$ cat config.mk
export PLATFORM = sky130hd
export DESIGN_NAME = monotone_peak_picker
export DESIGN_NICKNAME = d
export VERILOG_FILES = /design/src/hdl/mpp_pkg.sv /design/src/hdl/mpp_cell.sv /design/src/hdl/mpp_delay.sv /design/src/hdl/monotone_peak_picker.sv
export SDC_FILE = /design/constraint.sdc
export NUM_CORES = 1
export LEC_CHECK = 0
export BUFFER_PORTS_ARGS = -buffer_cell sky130_fd_sc_hd__buf_2
export CAP_MARGIN = 30
export CORE_ASPECT_RATIO = 1.75
export CORE_MARGIN = 2
export CORE_UTILIZATION = 37
export DETAILED_ROUTE_END_ITERATION = 12
export HOLD_SLACK_MARGIN = 0.03
export PLACE_DENSITY_LB_ADDON = 0.15
export SETUP_SLACK_MARGIN = 0.02
export SLEW_MARGIN = 20
export SYNTH_ARGS = -nofsm -noshare
export SYNTH_HDL_FRONTEND = slang
export SYNTH_SLANG_ARGS = --single-unit
$ cat constraint.sdc
create_clock -name i_clk -period 38.5 [get_ports i_clk]
set_input_delay 1.925 -clock i_clk [delete_from_list [all_inputs] [get_ports i_clk]]
set_output_delay 1.925 -clock i_clk [all_outputs]
set_load 0.01 [all_outputs]
$ cat src/hdl/mpp_pkg.sv
// Shared types and constants for the monotone peak picker.
`default_nettype none

package mpp_pkg;

    // Sample geometry.
    localparam int DIMS        = 6;
    localparam int SAMPLE_BITS = 32;
    localparam int DIM_BITS    = 3;

    // Three rising differences before a peak and three falling ones after it.
    localparam int LAG        = 3;
    localparam int MARK_CELLS = 2 * LAG - 1;

    typedef logic signed [SAMPLE_BITS-1:0] t_sample;
    typedef t_sample [DIMS-1:0]            t_vec;

    // Input request: one trajectory sample.
    typedef struct packed {
        logic    traj_start;
        t_sample comp_0;
        t_sample comp_1;
        t_sample comp_2;
        t_sample comp_3;
        t_sample comp_4;
        t_sample comp_5;
    } t_in_req;

    // Output request: one peak sample.
    typedef struct packed {
        t_sample peak_0;
        t_sample peak_1;
        t_sample peak_2;
        t_sample peak_3;
        t_sample peak_4;
        t_sample peak_5;
    } t_out_req;

    // Direction of one difference in the watched component.
    typedef struct packed {
        logic rise;
        logic fall;
    } t_mark;

endpackage

`default_nettype wire

$ cat src/hdl/mpp_cell.sv
// One cell of the difference-mark chain: holds the direction of one difference.
`default_nettype none

module mpp_cell
    import mpp_pkg::*;
(
    input  wire logic  i_clk,
    input  wire logic  i_rst_n,
    input  wire logic  i_adv,
    input  wire logic  i_clr,
    input  wire t_mark i_mark,
    output t_mark      o_mark
);

    t_mark r_mark;
    t_mark n_mark;

    // Take the neighbour's mark on every accepted sample; a new trajectory clears it.
    always_comb begin
        n_mark = r_mark;
        if (i_adv) begin
            if (i_clr) begin
                n_mark = '0;
            end else begin
                n_mark = i_mark;
            end
        end
    end

    always_ff @(posedge i_clk) begin
        if (!i_rst_n) begin
            r_mark <= '0;
        end else begin
            r_mark <= n_mark;
        end
    end

    assign o_mark = r_mark;

endmodule

`default_nettype wire

$ cat src/hdl/mpp_delay.sv
// Delay line holding the last few sample vectors.
`default_nettype none

module mpp_delay
    import mpp_pkg::*;
(
    input  wire logic i_clk,
    input  wire logic i_adv,
    input  wire t_vec i_vec,
    output t_vec      o_tap
);

    t_vec r_stage [LAG];

    // Shift the vectors along by one place per accepted sample.
    always_ff @(posedge i_clk) begin
        if (i_adv) begin
            r_stage[0] <= i_vec;
            for (int k = 1; k < LAG; k++) begin
                r_stage[k] <= r_stage[k-1];
            end
        end
    end

    assign o_tap = r_stage[LAG-1];

endmodule

`default_nettype wire

$ cat src/hdl/monotone_peak_picker.sv
// Top level of the monotone peak picker.
//
// Samples enter on the input channel (i_in_valid, o_in_stall, i_in) and peak
// vectors leave on the output channel (o_out_valid, i_out_stall, o_out). A
// request moves when valid is high and stall is low. The watched component is
// set through i_cfg_wr_en and i_cfg_wr_data; the user must set it only while
// the block is idle, as the block itself does not enforce this. A sample is a
// peak when the watched component rose over the three differences before it and
// fell over the three after it; its vector is shown in the cycle after the third
// following sample is accepted. One sample is accepted every cycle while the
// input is not stalled: each sample moves the row of mark cells and the three-deep
// vector delay line along by one place, and the peak test is a single compare
// plus an AND of five stored marks. The output register parts the two channels,
// so the input stalls only when a peak waits in it while the receiver stalls.
// Reset clears the marks, the output valid and the register to component 0,
// and starts a trajectory; a set traj_start begins a new one.
`default_nettype none

module monotone_peak_picker
    import mpp_pkg::*;
(
    input  wire logic                i_clk,
    input  wire logic                i_rst_n,
    input  wire logic                i_cfg_wr_en,
    input  wire logic [DIM_BITS-1:0] i_cfg_wr_data,
    input  wire logic                i_in_valid,
    output logic                     o_in_stall,
    input  wire t_in_req             i_in,
    output logic                     o_out_valid,
    input  wire logic                i_out_stall,
    output t_out_req                 o_out
);

    logic [DIM_BITS-1:0] r_tracked_dim;
    logic                r_primed;
    t_sample             r_last;
    logic                r_out_valid;
    t_out_req            r_out;

    logic                w_in_acc;
    logic                w_start;
    logic [DIM_BITS-1:0] w_sel;
    t_vec                w_cur;
    t_sample             w_cur_sel;
    logic                w_up;
    logic                w_down;
    logic                w_peak;
    t_vec                w_tap;
    t_mark               w_chain_in [MARK_CELLS];
    t_mark               w_mark     [MARK_CELLS];
    logic [MARK_CELLS-1:0] w_rise;
    logic [MARK_CELLS-1:0] w_fall;

    assign w_in_acc   = i_in_valid && !o_in_stall;
    assign o_in_stall = r_out_valid && i_out_stall;
    assign w_start    = i_in.traj_start;

    // Unpack the sample into a vector.
    always_comb begin
        w_cur[0] = i_in.comp_0;
        w_cur[1] = i_in.comp_1;
        w_cur[2] = i_in.comp_2;
        w_cur[3] = i_in.comp_3;
        w_cur[4] = i_in.comp_4;
        w_cur[5] = i_in.comp_5;
    end

    // An index past the last component saturates to the last one.
    assign w_sel = (r_tracked_dim >= DIM_BITS'(DIMS)) ? DIM_BITS'(DIMS - 1) : r_tracked_dim;
    assign w_cur_sel = w_cur[w_sel];

    // Direction of this difference; the first sample of a trajectory gives none.
    assign w_up   = r_primed && !w_start && ($signed(w_cur_sel) > $signed(r_last));
    assign w_down = r_primed && !w_start && ($signed(w_cur_sel) < $signed(r_last));

    // Configuration register.
    always_ff @(posedge i_clk) begin
        if (!i_rst_n) begin
            r_tracked_dim <= '0;
        end else if (i_cfg_wr_en) begin
            r_tracked_dim <= i_cfg_wr_data;
        end
    end

    // Previous watched value and whether it belongs to this trajectory.
    always_ff @(posedge i_clk) begin
        if (!i_rst_n) begin
            r_primed <= 1'b0;
        end else if (w_in_acc) begin
            r_primed <= 1'b1;
        end
    end

    always_ff @(posedge i_clk) begin
        if (w_in_acc) begin
            r_last <= w_cur_sel;
        end
    end

    // Row of mark cells, newest difference in cell 0.
    assign w_chain_in[0] = '{rise: w_up, fall: w_down};

    for (genvar k = 0; k < MARK_CELLS; k++) begin : g_cell
        if (k > 0) begin : g_link
            assign w_chain_in[k] = w_mark[k-1];
        end
        mpp_cell u_cell (
            .i_clk   (i_clk),
            .i_rst_n (i_rst_n),
            .i_adv   (w_in_acc),
            .i_clr   (w_start),
            .i_mark  (w_chain_in[k]),
            .o_mark  (w_mark[k])
        );
        assign w_rise[k] = w_mark[k].rise;
        assign w_fall[k] = w_mark[k].fall;
    end

    // Vector delay line; its tap is the candidate peak sample.
    mpp_delay u_delay (
        .i_clk (i_clk),
        .i_adv (w_in_acc),
        .i_vec (w_cur),
        .o_tap (w_tap)
    );

    // Peak test on the marks as they will stand after this sample.
    always_comb begin
        w_peak = !w_start && w_down;
        for (int k = 0; k < LAG; k++) begin
            w_peak = w_peak && w_rise[LAG - 1 + k];
        end
        for (int k = 0; k < LAG - 1; k++) begin
            w_peak = w_peak && w_fall[k];
        end
    end

    // Output register.
    always_ff @(posedge i_clk) begin
        if (!i_rst_n) begin
            r_out_valid <= 1'b0;
        end else if (w_in_acc && w_peak) begin
            r_out_valid <= 1'b1;
        end else if (!i_out_stall) begin
            r_out_valid <= 1'b0;
        end
    end

    always_ff @(posedge i_clk) begin
        if (w_in_acc && w_peak) begin
            r_out.peak_0 <= w_tap[0];
            r_out.peak_1 <= w_tap[1];
            r_out.peak_2 <= w_tap[2];
            r_out.peak_3 <= w_tap[3];
            r_out.peak_4 <= w_tap[4];
            r_out.peak_5 <= w_tap[5];
        end
    end

    assign o_out_valid = r_out_valid;
    assign o_out       = r_out;

`ifndef NO_ASSERTIONS
    // A difference is never marked as both rising and falling.
    a_mark_exclusive: assert property (@(posedge i_clk) disable iff (!i_rst_n)
        (w_rise & w_fall) == '0)
        else $error("mark cell holds both rise and fall");

    // Until a first sample is seen, no difference has been marked.
    a_unprimed_clear: assert property (@(posedge i_clk) disable iff (!i_rst_n)
        !r_primed |-> (w_rise == '0) && (w_fall == '0))
        else $error("marks set before any sample");

    // A sample that starts a trajectory leaves no mark in the newest cell.
    a_start_clears: assert property (@(posedge i_clk) disable iff (!i_rst_n)
        w_in_acc && w_start |=> r_primed && !w_rise[0] && !w_fall[0])
        else $error("trajectory start left a mark");

    // A detected peak is presented on the next cycle.
    a_peak_shown: assert property (@(posedge i_clk) disable iff (!i_rst_n)
        w_in_acc && w_peak |=> o_out_valid)
        else $error("peak not presented");
`endif

endmodule

`default_nettype wire
==> metrics.txt <==
initial antenna violation count 22; most used cell, CP buf_4; unrepaired setup endpoints after global routing false; I/O pins 395; cell area after layout 32600 µm²; Worst Max-Slew Pin Slew 0.907 ns; Top delay family on crit path buffers and inverters; Final WS setup 32.39 ns; FP Rows 130; Root Driver clkbuf_16; worst hold path stage count 0; Die X 208 µm; Post-synth EDFFs 800; worst min path class flop to flop; final WL 54.4 mm; hold path startpoint u_delay.r_stage[0][77]; Skew-Pair Late Insertion Delay 0.61 ns; post-route setup TNS 0 ns; number of global-route vias before repair 12489; Setup-failing EPs final 0; CTS Buf Count 75; skew final 0.0253 ns; Iter 0 DRT Violations 691; CP bufs+invs 4; Layout area overhead 21.3%; layout net count 1850; Routed Antenna Nets 0; post-layout util 45.4%; Slew Limit Fails 0; Residual DRC 0; reg2reg end o_out[155]; via count 12091; pin count of the biggest net entering global routing 105; post-CTS setup buffer count 0; CTS tree built; CP max stage cell dfxtp_4; Worst Path Max Fanout 58; FMAX 164 MHz; CP Launch Type flop; die area 75000 µm²; maximum ir drop on the vdd rail 0.0371 mV; post-place setup slack 31.66 ns; Avg WL per Cell 20.9 µm; Req. time, crit path 38.73 ns; hold_buf cts 0; crit path cell chain buf_4, a21oi_4, buf_4, mux2i_1, a21oi_1, ha_1, a21oi_1, o21ai_0, a21o_2, o31ai_1, a21o_1, and3_4, buf_4, buf_4; clk slew on worst S/H paths 0.06 ns; # fillers 6171; #FFs+latches synth 812; period utilisation layout 15.9%; effective utilization at floorplan 37.4%; TritonCTS Sinks 812; outcome complete, no violations; critical path type flop to flop; die height 361 µm; Crit path depth 14; area of the mapped netlist 26900 µm²; area leader, netlist edfxtp_1; global-route wire length before repair 79.4 mm; Mapped Cells 1152; largest cells by area after synthesis edfxtp_1 (89%), mux4_2 (2.0%), ha_1 (1.5%), mux2i_1 (1.3%), a21oi_1 (0.97%); sequential share of the synthesized area 90.2%; drt first pass iters 4; crit path capture type flop; Worst slew margin 39.5%; count of distinct cell types in the synthesized netlist 43; crit path DAT 6.34 ns; Max stage delay on crit path 0.82 ns; gpl congestion 0.770; PwrDens 56.8 nW/µm²; Synthesized Nets 1385; global route total overflow 0; fraction of layout cells with a size suffix above 1 33.6%; detailed placement HPWL 36.4 mm; Critical R2R Launch r_tracked_dim[2]; area post-placement 30100 µm²; number of port buffers 394; Final Hold Slack 0.406 ns; worst r2r path cells 14; H-tree depth 3; via/cell ratio 4.64; Gates resized, CTS repair 0; Hold Path End u_delay.r_stage[1][77]; total track usage 14.4%; setup slack, reg-to-reg 32.39 ns; Avg Cell Area, Syn 23.3 µm²; Final Hold Fails 0; Post-synth top flop edfxtp_1; Clock Path Buffers 3; Min Clock Period, post-route 6.11 ns; Max-Cap Viols 0; synth warn 0; Core Footprint 71900 µm²; Crit. Startpoint r_tracked_dim[2]; async set or reset register ratio after synthesis 0%; leakage power 11.9 nW; Yosys top cell area share 89.3%
[metrics by stage]
step           instances  power (mW)
2_1_floorplan       1152        1.11
3_3_place_gp        2459        1.13
3_5_place_dp        2462        1.14
4_1_cts             2596        1.88
5_1_grt             2604        1.93
6_report            2607        1.85
[placed cells by master (no fill, tap or decap), drive strengths merged, types with 3 or more instances in the layout]
master    count
clkbuf       86
ha           32
nor2b        16
nand2        16
a22oi         7
edfxtp      800
bufinv        9
dfxtp        12
inv          38
a31oi         7
clkinvlp      3
a21oi        53
a21o          5
nand3         3
clkinv       33
buf         412
a211oi        8
o21ai         5
diode         9
mux4         24
nor2         37
mux2i        36
nand4         6
nor3b         6
[routing by layer]
layer / vias up / GRT usage [%] / part of all wire (%)
li1: 5544 / - / -
met1: 5989 / 17.3 / 39
met2: 414 / 23.8 / 50
met3: 118 / 4.79 / 7.5
met4: 26 / 6.17 / 3.0
met5: - / 0 / 0.26
[cells in the mapped netlist (2+ instances only)]
cell type and number:
a21oi_1 52, a21o_1 4, nor2_1 37, inv_1 35, edfxtp_1 800, o21ai_0 4, nand3_1 3, clkbuf_1 8
buf_2 10, a32o_1 2, nor2b_1 16, a31oi_1 7, a22oi_1 7, a211oi_1 8, dfxtp_1 12, nand2_1 16
buf_1 5, a221oi_1 2, ha_1 32, nor3b_1 6, nand4_2 5, mux4_2 24, mux2i_1 36, nor3_1 2
[cell type report]
type	instances	area [µm²]	area share, %
sequential	812	24300	74.4
clock buffer	86	1940	5.94
inverter	35	139	0.426
antenna	9	22.5	0.0690
timing repair buffer	412	2210	6.76
multi-input combinational	281	2410	7.37
clock inverter	48	490	1.50
tap	924	1160	3.54
[registers in the layout, summed over array words and instances (netlist names)]
| name | cells |
|---|---|
| r_last | 32 |
| u_delay.r_stage | 576 |
| r_primed | 1 |
| o_out_valid | 1 |
| o_out | 192 |
| g_cell.u_cell.o_mark | 7 |
| r_tracked_dim | 3 |
[worst register-to-register path, delay by kind of cell, from the launching register on]
family	cells	cell delay, ns
buf+inv	4	2.23
fa+ha+maj	1	0.35
flops	1	0.82
compound gates	7	1.36
mux	1	0.36
simple gates	1	0.54
[report_power, final]
group / leakage (nW) / switching (mW) / total [mW] / internal [mW]
registers: 7.77 / 0.0146 / 1.04 / 1.03
clock network: 1.19 / 0.315 / 0.739 / 0.424
logic: 2.94 / 0.0449 / 0.0725 / 0.0276
[worst max path at each step]
| stage | endpoint | slack, ns |
|---|---|---|
| final | o_out[155] | 32.39 |
| after global routing | o_out[155] | 31.89 |
| after CTS | o_out[155] | 32.07 |
| after detailed placement | o_out[130] | 31.66 |
| after global placement | o_out[2] | 31.70 |
| after floorplan | r_last[0] | 23.60 |
[logic make-up after synthesis]
group                    count (synthesis)  share of synthesized area, %
buffers and inverters                   59                         0.898
adder cells (fa/ha/maj)                 32                          1.49
AND/OR/NAND/NOR                         95                          1.94
flip-flops                             812                          90.2
multiplexers                            60                          3.35
AO/OA/AOI/OAI                           94                          2.12
Note: power is estimated with default switching activity, not from simulation.
